[src/hw/rtl/chs_pkg.sv]
package chs_pkg;

	localparam int CFG_IDX_W = 4;
	localparam int Q_DEPTH   = 2;
	localparam int Q_PTR_W   = 1;
	localparam int Q_CNT_W   = 2;

	typedef enum logic [1:0] {
		CMD_RESET  = 2'd0,
		CMD_READ   = 2'd1,
		CMD_WRITE  = 2'd2,
		CMD_PARAMS = 2'd3
	} cmd_e;

	typedef enum logic [1:0] {
		STS_OK    = 2'd0,
		STS_BAD   = 2'd1,
		STS_CROSS = 2'd2
	} status_e;

	typedef struct packed {
		logic        vld;
		logic [7:0]  drive;
		logic [10:0] cyls;
		logic [7:0]  heads;
		logic [5:0]  secs;
	} slot_t;

	typedef struct packed {
		logic [1:0]  cmd;
		logic [7:0]  drive;
		logic [7:0]  cyl_low;
		logic [7:0]  sector_cyl_high;
		logic [7:0]  head;
		logic [7:0]  count;
		logic [15:0] buffer_segment;
		logic [15:0] buffer_offset;
	} req_t;

	typedef struct packed {
		logic [1:0]  status;
		logic        transfer;
		logic        is_write;
		logic [23:0] lba;
		logic [19:0] mem_addr;
		logic        last;
		logic [7:0]  param_max_cyl_low;
		logic [7:0]  param_sector_cyl;
		logic [7:0]  param_max_head;
		logic [1:0]  param_drive_count;
	} rsp_t;

	// classified request handed from front to back
	typedef struct packed {
		logic        run;
		logic [1:0]  status;
		logic        is_write;
		logic [23:0] lba;
		logic [15:0] seg;
		logic [15:0] off;
		logic [7:0]  count;
		logic [7:0]  p_cyl;
		logic [7:0]  p_sc;
		logic [7:0]  p_head;
		logic [1:0]  p_cnt;
	} job_t;

endpackage

[src/hw/rtl/chs_front.sv]
module chs_front #(
	parameter int NUM_DRIVES = 4
) (
	input  logic          clk,
	input  logic          arst_n,
	input  chs_pkg::slot_t slots [NUM_DRIVES],
	input  logic          req_valid,
	output logic          req_stall,
	input  chs_pkg::req_t req,
	input  logic          q_full,
	output logic          push,
	output chs_pkg::job_t push_data
);
	import chs_pkg::*;

	logic v_s1, v_s2, v_s3;
	req_t req_s1;

	job_t        job_s2, job_s3;
	logic [17:0] prod_s2;
	logic [7:0]  hd_s2;
	logic [5:0]  nsec_s2;
	logic [5:0]  secm1_s2, secm1_s3;
	logic [23:0] prod_s3;

	logic        found, found_next;
	slot_t       hit;
	logic [7:0]  drv_next;
	logic [9:0]  cyl;
	logic [5:0]  sec;
	logic [10:0] maxc;
	logic        bad, over_track;
	job_t        job;

	assign req_stall = v_s1 | v_s2 | v_s3 | q_full;

	always_ff @(posedge clk or negedge arst_n) begin
		if (!arst_n) begin
			v_s1 <= 1'b0;
			v_s2 <= 1'b0;
			v_s3 <= 1'b0;
		end else begin
			v_s1 <= req_valid & ~req_stall;
			v_s2 <= v_s1;
			v_s3 <= v_s2;
		end
	end

	// drive lookup, lowest slot wins
	assign drv_next = req_s1.drive + 8'd1;

	always_comb begin
		found      = 1'b0;
		found_next = 1'b0;
		hit        = '0;
		for (int i = NUM_DRIVES - 1; i >= 0; i--) begin
			if (slots[i].vld && slots[i].drive == req_s1.drive) begin
				found = 1'b1;
				hit   = slots[i];
			end
			if (slots[i].vld && slots[i].drive == drv_next) begin
				found_next = 1'b1;
			end
		end
	end

	assign cyl   = {req_s1.sector_cyl_high[7:6], req_s1.cyl_low};
	assign sec   = req_s1.sector_cyl_high[5:0];
	assign maxc  = hit.cyls - 11'd1;
	assign bad   = (sec == 6'd0) || ({1'b0, cyl} >= hit.cyls) ||
		(req_s1.head >= hit.heads) || (sec > hit.secs);
	assign over_track = ({3'b000, sec} + {1'b0, req_s1.count}) >
		({3'b000, hit.secs} + 9'd1);

	always_comb begin
		job          = '0;
		job.status   = STS_OK;
		job.is_write = (req_s1.cmd == CMD_WRITE);
		job.seg      = req_s1.buffer_segment;
		job.off      = req_s1.buffer_offset;
		job.count    = req_s1.count;
		unique case (cmd_e'(req_s1.cmd))
			CMD_RESET: begin
				job.status = STS_OK;
			end
			CMD_PARAMS: begin
				if (!found) begin
					job.status = STS_BAD;
				end else begin
					job.p_cyl  = maxc[7:0];
					job.p_sc   = {maxc[9:8], hit.secs};
					job.p_head = hit.heads - 8'd1;
					job.p_cnt  = found_next ? 2'd2 : 2'd1;
				end
			end
			CMD_READ, CMD_WRITE: begin
				if (!found || bad) begin
					job.status = STS_BAD;
				end else if (over_track) begin
					job.status = STS_CROSS;
				end else if (req_s1.count != 8'd0) begin
					job.run = 1'b1;
				end
			end
		endcase
	end

	always_ff @(posedge clk) begin
		if (req_valid && !req_stall) begin
			req_s1 <= req;
		end
		job_s2   <= job;
		prod_s2  <= {8'd0, cyl} * {10'd0, hit.heads};
		hd_s2    <= req_s1.head;
		nsec_s2  <= hit.secs;
		secm1_s2 <= sec - 6'd1;
		job_s3   <= job_s2;
		secm1_s3 <= secm1_s2;
		prod_s3  <= ({6'd0, prod_s2} + {16'd0, hd_s2}) * {18'd0, nsec_s2};
	end

	assign push = v_s3;

	always_comb begin
		push_data     = job_s3;
		push_data.lba = prod_s3 + {18'd0, secm1_s3};
	end

endmodule

[src/hw/rtl/chs_queue.sv]
module chs_queue (
	input  logic          clk,
	input  logic          arst_n,
	input  logic          push,
	input  chs_pkg::job_t push_data,
	output logic          full,
	input  logic          pop,
	output logic          not_empty,
	output chs_pkg::job_t pop_data
);
	import chs_pkg::*;

	job_t               mem [Q_DEPTH];
	logic [Q_PTR_W-1:0] wr_ptr_q, rd_ptr_q;
	logic [Q_CNT_W-1:0] cnt_q;

	assign full      = (cnt_q == Q_CNT_W'(Q_DEPTH));
	assign not_empty = (cnt_q != '0);
	assign pop_data  = mem[rd_ptr_q];

	always_ff @(posedge clk or negedge arst_n) begin
		if (!arst_n) begin
			wr_ptr_q <= '0;
			rd_ptr_q <= '0;
			cnt_q    <= '0;
		end else begin
			if (push) begin
				wr_ptr_q <= wr_ptr_q + Q_PTR_W'(1);
			end
			if (pop) begin
				rd_ptr_q <= rd_ptr_q + Q_PTR_W'(1);
			end
			if (push && !pop) begin
				cnt_q <= cnt_q + Q_CNT_W'(1);
			end else if (pop && !push) begin
				cnt_q <= cnt_q - Q_CNT_W'(1);
			end
		end
	end

	always_ff @(posedge clk) begin
		if (push) begin
			mem[wr_ptr_q] <= push_data;
		end
	end

endmodule

[src/hw/rtl/chs_back.sv]
module chs_back #(
	parameter int SECTOR_BYTES = 512
) (
	input  logic          clk,
	input  logic          arst_n,
	input  logic          q_not_empty,
	input  chs_pkg::job_t q_data,
	output logic          pop,
	output logic          rsp_valid,
	input  logic          rsp_stall,
	output chs_pkg::rsp_t rsp
);
	import chs_pkg::*;

	logic        active_q, out_valid_q;
	logic [7:0]  rem_q;
	job_t        cur_q;
	logic [23:0] lba_q;
	logic [15:0] off_q;
	rsp_t        out_q;
	logic        can_load, emit, is_last;
	logic [19:0] addr;

	assign pop      = ~active_q & q_not_empty;
	assign can_load = ~out_valid_q | ~rsp_stall;
	assign emit     = active_q & can_load;
	assign is_last  = ~cur_q.run | (rem_q == 8'd1);
	assign addr     = {cur_q.seg, 4'b0000} + {4'b0000, off_q};

	always_ff @(posedge clk or negedge arst_n) begin
		if (!arst_n) begin
			active_q    <= 1'b0;
			out_valid_q <= 1'b0;
			rem_q       <= '0;
		end else begin
			if (can_load) begin
				out_valid_q <= active_q;
			end
			if (pop) begin
				active_q <= 1'b1;
				rem_q    <= q_data.count;
			end else if (emit) begin
				rem_q <= rem_q - 8'd1;
				if (is_last) begin
					active_q <= 1'b0;
				end
			end
		end
	end

	always_ff @(posedge clk) begin
		if (pop) begin
			cur_q <= q_data;
			lba_q <= q_data.lba;
			off_q <= q_data.off;
		end else if (emit) begin
			lba_q <= lba_q + 24'd1;
			off_q <= off_q + 16'(SECTOR_BYTES);
		end
		if (emit) begin
			out_q.status            <= cur_q.status;
			out_q.transfer          <= cur_q.run;
			out_q.is_write          <= cur_q.is_write;
			out_q.lba               <= cur_q.run ? lba_q : '0;
			out_q.mem_addr          <= cur_q.run ? addr : '0;
			out_q.last              <= is_last;
			out_q.param_max_cyl_low <= cur_q.p_cyl;
			out_q.param_sector_cyl  <= cur_q.p_sc;
			out_q.param_max_head    <= cur_q.p_head;
			out_q.param_drive_count <= cur_q.p_cnt;
		end
	end

	assign rsp_valid = out_valid_q;
	assign rsp       = out_q;

endmodule

[src/hw/rtl/disk_chs_to_lba_translator_unit.sv]
// Disk request translator: CHS address to LBA, one response beat per sector.
// Request channel (req_valid/req_stall/req): command, drive, BIOS-packed CHS,
// sector count and segment:offset buffer. Response channel (rsp_valid/
// rsp_stall/rsp): one beat per sector for a good read or write, carrying the
// LBA and the 20-bit buffer address, last set on the final beat; every other
// request answers with a single beat that has last set.
// Config channel (cfg_valid/cfg_ready/cfg_index/cfg_data): drive geometry slots,
// always ready; write only while no request is in flight.
// A request passes the front's s1, s2 and s3 registers, the queue and the
// back's cur_q and out_q registers before its first response beat shows. The
// front (lookup, two multiplier stages) takes no new request while one is in
// its stages or the queue is full; the back pops the next job only once the
// current one's last beat is emitted, and a 2-entry queue lets the two overlap.
// Reset clears all slots to invalid and empties the pipeline and queue.
// A stalled response holds; the back stops, the queue fills and then
// req_stall rises.
module disk_chs_to_lba_translator_unit #(
	parameter int NUM_DRIVES   = 4,
	parameter int SECTOR_BYTES = 512
) (
	input  logic                          clk,
	input  logic                          arst_n,
	input  logic                          req_valid,
	output logic                          req_stall,
	input  chs_pkg::req_t                 req,
	output logic                          rsp_valid,
	input  logic                          rsp_stall,
	output chs_pkg::rsp_t                 rsp,
	input  logic                          cfg_valid,
	output logic                          cfg_ready,
	input  logic [chs_pkg::CFG_IDX_W-1:0] cfg_index,
	input  logic [33:0]                   cfg_data
);
	import chs_pkg::*;

	slot_t slot_q [NUM_DRIVES];
	logic  q_full, push, pop, q_not_empty;
	job_t  push_data, pop_data;

	assign cfg_ready = 1'b1;

	always_ff @(posedge clk or negedge arst_n) begin
		if (!arst_n) begin
			for (int i = 0; i < NUM_DRIVES; i++) begin
				slot_q[i] <= '0;
			end
		end else begin
			for (int i = 0; i < NUM_DRIVES; i++) begin
				if (cfg_valid && cfg_index == CFG_IDX_W'(i)) begin
					slot_q[i] <= slot_t'(cfg_data);
				end
			end
		end
	end

	chs_front #(
		.NUM_DRIVES(NUM_DRIVES)
	) u_front (
		.clk      (clk),
		.arst_n   (arst_n),
		.slots    (slot_q),
		.req_valid(req_valid),
		.req_stall(req_stall),
		.req      (req),
		.q_full   (q_full),
		.push     (push),
		.push_data(push_data)
	);

	chs_queue u_queue (
		.clk      (clk),
		.arst_n   (arst_n),
		.push     (push),
		.push_data(push_data),
		.full     (q_full),
		.pop      (pop),
		.not_empty(q_not_empty),
		.pop_data (pop_data)
	);

	chs_back #(
		.SECTOR_BYTES(SECTOR_BYTES)
	) u_back (
		.clk        (clk),
		.arst_n     (arst_n),
		.q_not_empty(q_not_empty),
		.q_data     (pop_data),
		.pop        (pop),
		.rsp_valid  (rsp_valid),
		.rsp_stall  (rsp_stall),
		.rsp        (rsp)
	);

endmodule

[config.mk]
export PLATFORM = sky130hd
export DESIGN_NAME = disk_chs_to_lba_translator_unit
export DESIGN_NICKNAME = d
export VERILOG_FILES = /design/src/hw/rtl/chs_pkg.sv /design/src/hw/rtl/chs_front.sv /design/src/hw/rtl/chs_queue.sv /design/src/hw/rtl/chs_back.sv /design/src/hw/rtl/disk_chs_to_lba_translator_unit.sv
export SDC_FILE = /design/constraint.sdc
export NUM_CORES = 1
export LEC_CHECK = 0
export BUFFER_PORTS_ARGS = -buffer_cell sky130_fd_sc_hd__buf_2
export CAP_MARGIN = 20
export CORE_MARGIN = 2
export CORE_UTILIZATION = 35
export DETAILED_ROUTE_END_ITERATION = 8
export PLACE_DENSITY = 0.58
export SLEW_MARGIN = 20
export SYNTH_ARGS = -nofsm -noshare
export SYNTH_HDL_FRONTEND = slang
export SYNTH_HIERARCHICAL = 1
export SYNTH_SLANG_ARGS = --single-unit
[constraint.sdc]
create_clock -name clk -period 9.5 [get_ports clk]
set_input_delay 1.9 -clock clk [delete_from_list [all_inputs] [get_ports clk]]
set_output_delay 1.9 -clock clk [all_outputs]
set_load 0.01 [all_outputs]
==> flow_metrics.py, run 1 <==
metrics = {
    "power_and_ir_drop": {
        "totalPowerFinal_mw": 11.4,
        "p_sw_frac": 0.306,
        "internal-power_mw": 7.90,
        "combPwrFrac": 0.235,
        "vdd_drop_max_mv": 0.194,
        "power_frac_seq": 0.474,
        "switchingPower_mw": 3.49,
        "p_per_area_nw_per_um2": 272,
        "leakage_nw": 17.1,
        "p_clk_frac": 0.291,
    },
    "placement": {
        "post-place-ws_ns": 2.52,
        "gp_congestion": 0.797,
        "dp_hpwl_mm": 54.8,
        "numPortBuffers": 193,
    },
    "timing": {
        "rsz0062_at_grt": "no",
        "finalHoldViolations": 0,
        "maxSlewHeadroom": 0.323,
        "hold_slack_ns": 0.299,
        "fin_crit_ns": 7.01,
        "setup_slack_ns": 2.49,
        "worstMarginPinSlew_ns": 1.02,
        "finClkSkew_ns": 0.0468,
        "setup_tns_ns": 0,
        "drv_slew": 0,
        "fin_crit_sh": 0.738,
        "clock.fmax_ghz": 0.143,
        "setup_viol": 0,
    },
    "global_route": {
        "grt_pass1_wl_mm": 122,
        "grt_max_degree": 86,
        "grt_remaining_overflow": 0,
        "gr-usage-all-layers": 0.146,
        "antenna_found_initial": 5,
        "grt_pass1_vias": 21300,
    },
    "routing": {
        "route.detailed.drc": 0,
        "wire_per_inst_um": 17.7,
        "drt-total-wl_mm": 78.0,
        "drtIter0Drc": 1241,
        "via_per_inst": 4.69,
        "ant_nets": 0,
        "num_vias": 20700,
        "drtPass1Iterations": 5,
    },
    "clocking": {
        "clock_sinks": 784,
        "cts_setup_buffers": 0,
        "cts_resized": 0,
        "tritoncts": "yes",
        "h-tree-depth": 3,
        "cts_hold_buf": 0,
        "clock_latency_ns": 0.67,
        "cts_buffers": 85,
        "cts-root-buf": "clkbuf_16",
        "clkTransAtPathRegs_ns": 0.06,
        "clk_path_buf_depth": 3,
    },
    "worst_setup_path": {
        "r2r_start": "u_front/req_s1[70]",
        "cp-end-kind": "register",
        "r2r_slack_ns": 2.49,
        "r2r-end": "u_front/prod_s2[16]",
        "arrival_ns": 7.58,
        "critPathKind": "reg -> reg",
        "worstPathRequired_ns": 10.08,
        "rr_worst_depth": 19,
        "cp-start-kind": "register",
        "cp_max_fo": 21,
    },
    "floorplanning": {
        "initial_core_util": 0.353,
        "core_sq_um": 104000,
        "ios": 195,
        "die_area_sq_um": 107000,
        "die_y_um": 327,
        "rows": 118,
        "die_x_um": 327,
    },
    "synth": {
        "synth_top_family_by_area": "adder cells",
        "synthSimpleGateAreaFrac": 0.103,
        "synth_top_area_frac": 0.347,
        "ys.flop_type": "edfxtp_1",
        "ys_seq_elements": 784,
        "synth_area_leader_cell": "edfxtp_1",
        "muxShareOfSynthArea": 0.0798,
        "synth_fa_ha_area_frac": 0.116,
        "synth_warnings": 6,
        "synthTopCellsByArea": "edfxtp_1, dfxtp_1, dfrtp_1, fa_1, mux2_2",
        "ys_types": 99,
        "synth-edff-count": 423,
        "synth_compound_area_frac": 0.0535,
        "synth_fp_nets": 3130,
        "synth_most_common_cell": "edfxtp_1",
        "avgSynthCellArea_sq_um": 13.3,
        "ys_seq_area_frac": 0.566,
        "syn_inst": 2746,
        "netlist_top_cells_count": "edfxtp_1, dfxtp_1, inv_1",
        "async_reset_ff_frac": 0.195,
        "syn_area_sq_um": 36600,
        "synthXorXnorAreaFrac": 0.0454,
    },
    "layout": {
        "synthToLayoutAreaGrowth_pct": 14.4,
        "fin_nets": 3347,
        "fillers": 9757,
        "utilization": 0.404,
        "drive_above_1_share": 0.214,
    },
    "hold_path": {
        "min_from": "u_front/job_s2[7]",
        "min_path_cells": 0,
        "holdPathEnd": "u_front/push_data[7]",
        "min_path_type": "reg -> reg",
    },
    "job": {
        "drv_cap": 0,
    },
    "run_status": {
        "status": "finished clean",
    },
}
==> area by class of cell <==
type                    instances  area (sq um)  area share
repair buffers                217          1160      0.0276
well taps                    1380          1730      0.0412
flip-flops and latches        784         20700       0.494
inverters                     212           803      0.0192
clock buffers                 120          2480      0.0593
clock inverters                39           402     0.00959
multi-input cells            1663         14600       0.348
diodes                          3          7.51    0.000179
==> power by group through the flow <==
stage | logic [mW] | registers (mW) | clock network [mW]
after floorplan | 1.96 | 5.33 | 0
after global placement | 2.68 | 5.47 | 0
after detailed placement | 2.72 | 5.49 | 0
after CTS | 2.73 | 5.43 | 3.42
after global routing | 2.99 | 5.52 | 3.57
final | 2.68 | 5.40 | 3.31
==> registers in the layout, indices dropped and copies added (netlist names), 2 cells and up <==
| name | flops |
|---|---|
| u_queue/mem | 188 |
| slot_q | 136 |
| u_back/rsp | 75 |
| u_front/job_s2 | 70 |
| u_front/push_data | 70 |
| u_back/cur_q | 46 |
| u_front/job | 40 |
| u_back/lba_q | 24 |
| u_front/prod_s3 | 24 |
| u_front/req_s1 | 24 |
| u_front/prod_s2 | 18 |
| u_back/off_q | 16 |
| u_front/cyl | 10 |
| u_back/rem_q | 8 |
| u_front/hd_s2 | 8 |
| u_front/nsec_s2 | 6 |
| u_front/secm1_s2 | 6 |
| u_front/secm1_s3 | 6 |
| u_queue/cnt_q | 2 |
==> layer usage <==
metal | global-route usage | share of wire
met1 | 0.198 | 0.46
met2 | 0.240 | 0.47
met3 | 0.0282 | 0.045
met4 | 0.0394 | 0.022
met5 | 0 | 0.00015
==> logic make-up after synthesis <==
family | count (synthesis)
DFF | 784
and+or+nand+nor | 685
buffers and inverters | 299
AOI/OAI and AO/OA | 281
adders and majority gates | 267
muxes | 242
xor gates and xnor gates | 187
other | 1
==> critical path, stage by stage, from the launching register on <==
cell and delay (ns):
edfxtp_1 0.52, xor2_1 0.21, nor3_1 0.51, nand3_2 0.58
o311a_1 0.50, o31ai_2 0.74, and2_1 0.25, fa_1 0.44
fa_1 0.48, fa_1 0.54, inv_1 0.06, fa_1 0.52
inv_1 0.04, ha_1 0.35, a21o_1 0.18, a31oi_1 0.23
o211ai_1 0.18, a31o_2 0.26, a21oi_1 0.17, xnor2_1 0.14
==> how the worst max path moves through the flow <==
| stage | startpoint | endpoint | slack (ns) | cells after the start |
|---|---|---|---|---|
| global route | u_front/req_s1[70] | u_front/prod_s2[17] | 2.04 | 20 |
| CTS | u_front/req_s1[68] | u_front/prod_s2[16] | 2.49 | 19 |
| floorplan | u_front/req_s1[64] | u_front/prod_s2[17] | 3.54 | 24 |
| detailed placement | u_front/req_s1[68] | u_front/prod_s2[16] | 2.52 | 19 |
| global placement | u_front/req_s1[67] | u_front/prod_s2[16] | 2.58 | 19 |
| finish | u_front/req_s1[70] | u_front/prod_s2[16] | 2.49 | 19 |
==> stage by stage <==
stage / area (sq um) / instances
after floorplan: 36600 / 2746
after global placement: 39000 / 4256
after detailed placement: 39000 / 4256
after CTS: 41800 / 4415
after global routing: 41900 / 4415
final: 41900 / 4418
==> cells in the final DEF, fill, tap and decap left out, drive strengths merged, types with 8 or more instances in the layout <==
master	synthesis	final
nor2b	83	83
o21ai	70	70
o21a	20	20
a22oi	11	11
nand2	149	149
fa	120	120
o311ai	13	13
nand3	52	52
and4	10	10
and3	28	28
and2	124	124
ha	147	147
dfrtp	153	153
xnor2	111	111
inv	210	215
mux2i	9	9
nand4	43	43
a211oi	9	9
nand2b	26	26
nor3	31	31
edfxtp	423	423
clkbuf	30	120
dfxtp	208	208
nor2	94	94
a21o	23	23
clkinv	2	28
mux2	233	233
o311a	8	8
xor2	76	76
nor4	10	10
a21oi	65	65
buf	57	217
Power figures use the tool's default switching activity.
==> inputs of run 2 (changes only) <==
--- a/config.mk
+++ b/config.mk
@@ -10,7 +10,7 @@
 export CORE_MARGIN = 2
 export CORE_UTILIZATION = 35
 export DETAILED_ROUTE_END_ITERATION = 8
-export PLACE_DENSITY = 0.58
+export PLACE_DENSITY = 0.59
 export SLEW_MARGIN = 20
 export SYNTH_ARGS = -nofsm -noshare
 export SYNTH_HDL_FRONTEND = slang
==> constraint.sdc (replaced) <==
create_clock -name clk -period 6.44 [get_ports clk]
set_input_delay 1.288 -clock clk [delete_from_list [all_inputs] [get_ports clk]]
set_output_delay 1.288 -clock clk [all_outputs]
set_load 0.01 [all_outputs]
==> flow_metrics.py, run 2 (synthesis results as in run 1) <==
metrics = {
    "worst_setup_path": {
        "r2r_start": "u_front/req_s1[67]",
        "worstPathRequired_ns": 7.00,
        "rr_worst_depth": 21,
        "crit_start": "u_front/req_s1[67]",
        "cp_max_fo": 8,
        "arrival_ns": 6.76,
        "r2r-end": "u_front/prod_s2[16]",
        "r2r_slack_ns": 0.24,
        "critPathKind": "reg -> reg",
        "cp-end-kind": "register",
        "cp-start-kind": "register",
    },
    "hold_path": {
        "min_path_type": "reg -> reg",
        "holdPathEnd": "u_front/push_data[26]",
        "min_path_cells": 0,
        "min_from": "u_front/job_s2[26]",
    },
    "clocking": {
        "cts-root-buf": "clkbuf_16",
        "clock_latency_ns": 0.66,
        "cts_buffers": 85,
        "h-tree-depth": 3,
        "cts_hold_buf": 0,
        "clock_sinks": 784,
        "tritoncts": "yes",
        "clkTransAtPathRegs_ns": 0.06,
        "clk_path_buf_depth": 3,
    },
    "global_route": {
        "grt_pass1_wl_mm": 124,
        "busiest_layer": "met2",
        "grt_max_degree": 109,
        "antenna_found_initial": 6,
        "gr-usage-met2": 0.243,
        "grt_pass1_vias": 21600,
        "grt_remaining_overflow": 0,
        "gr-usage-all-layers": 0.148,
        "use_met1": 0.202,
        "met3_usage": 0.0268,
    },
    "routing": {
        "drtPass1Iterations": 5,
        "drt-total-wl_mm": 78.6,
        "wire_per_inst_um": 17.7,
        "drtIter0Drc": 1210,
        "num_vias": 20900,
        "route.detailed.drc": 0,
        "ant_nets": 0,
        "via_per_inst": 4.70,
    },
    "power_and_ir_drop": {
        "vdd_drop_max_mv": 0.329,
        "leakage_nw": 17.3,
        "p_per_area_nw_per_um2": 402,
    },
    "placement": {
        "placedInstanceArea_sq_um": 39200,
        "dp_hpwl_mm": 55.7,
        "numPortBuffers": 193,
        "gp_congestion": 0.815,
    },
    "layout": {
        "utilization": 0.407,
        "fin_nets": 3379,
        "layout_commonest_cell": "edfxtp_1",
        "final_area_sq_um": 42200,
        "synthToLayoutAreaGrowth_pct": 15.4,
        "fillers": 9731,
        "final_cell_mix": "edfxtp_1, dfxtp_1, inv_1",
        "drive_above_1_share": 0.224,
        "largest_reg_flops": 188,
        "regMostFlops": "u_queue/mem",
    },
    "timing": {
        "fin_crit_sh": 0.963,
        "clock.fmax_ghz": 0.161,
        "worstMarginPinSlew_ns": 1.02,
        "finalHoldViolations": 0,
        "setup_viol": 0,
        "fin_crit_ns": 6.20,
        "maxSlewHeadroom": 0.318,
        "finClkSkew_ns": 0.0372,
        "drv_slew": 0,
    },
    "floorplanning": {
        "die_y_um": 327,
        "core_sq_um": 104000,
        "ios": 195,
        "die_x_um": 327,
        "rows": 118,
        "initial_core_util": 0.353,
        "die_area_sq_um": 107000,
    },
    "run_status": {
        "status": "finished clean",
    },
    "job": {
        "drv_cap": 0,
    },
}
-- run 2: how the worst max path moves through the flow --
stage,endpoint,slack [ns],depth (start not counted)
after floorplan,u_front/prod_s2[17],0.48,24
after global placement,u_front/prod_s2[16],0.31,21
after detailed placement,u_front/prod_s2[17],0.20,22
after CTS,u_front/prod_s2[17],0.18,22
after global routing,u_front/prod_s2[17],-0.04,22
final,u_front/prod_s2[16],0.24,21
-- run 2: stage by stage --
| stage | setup slack, ns | setup TNS, ns | total power, mW | hold slack [ns] | std cells |
|---|---|---|---|---|---|
| after global placement | 0.312 | 0 | 12.1 | 0.310 | 4281 |
| after detailed placement | 0.202 | 0 | 12.1 | 0.312 | 4281 |
| after CTS | 0.181 | 0 | 17.2 | 0.297 | 4440 |
| after floorplan | 0.484 | 0 | 10.8 | 0.310 | 2746 |
| final | 0.240 | 0 | 17.0 | 0.300 | 4448 |
| after global routing | -0.0414 | -0.0447 | 18.0 | 0.311 | 4447 |
-- run 2: what timing repair did --
action | in CTS | in global routing
endpoints found under the setup margin | 0 | 4
resized for setup | 0 | 13
buffers inserted | 0 | 7
-- run 2: where the power goes --
part           switching (mW)  internal [mW]  leakage, nW  total, mW
Clock                    2.04           2.93         1.41       4.97
Combinational            2.32           1.71         8.26       4.03
Sequential              0.827           7.14         7.59       7.96
-- run 2: worst max-delay path, cell delays in order (launching register included) --
cell      delay [ns]
edfxtp_1        0.55
xor2_1          0.27
nor4_2          0.42
and3_2          0.31
o21ai_0         0.20
mux2_2          0.35
mux2i_4         0.17
buf_4           0.19
nor2b_1         0.06
fa_1            0.48
fa_1            0.52
fa_1            0.55
inv_1           0.06
fa_1            0.53
inv_1           0.04
ha_1            0.30
a21o_1          0.16
a31oi_1         0.24
o211ai_1        0.17
a31o_2          0.25
a21oi_1         0.16
xnor2_1         0.14
-- run 2: area by class of cell --
class                           count  area, sq um  area share
Antenna cell                        1         2.50   0.0000593
Clock buffer                      114         2360      0.0559
Clock inverter                     45          551      0.0130
Inverter                          212          803      0.0190
Multi-Input combinational cell   1663        14600       0.347
Sequential cell                   784        20700       0.490
Tap cell                         1380         1730      0.0409
Timing Repair Buffer              249         1430      0.0338
-- run 2: per-layer routing --
layer | vias up | share of wire
met5 | - | 0
met2 | 398 | 0.47
met3 | 124 | 0.043
met4 | 0 | 0.023
met1 | 10300 | 0.47
li1 | 10100 | -
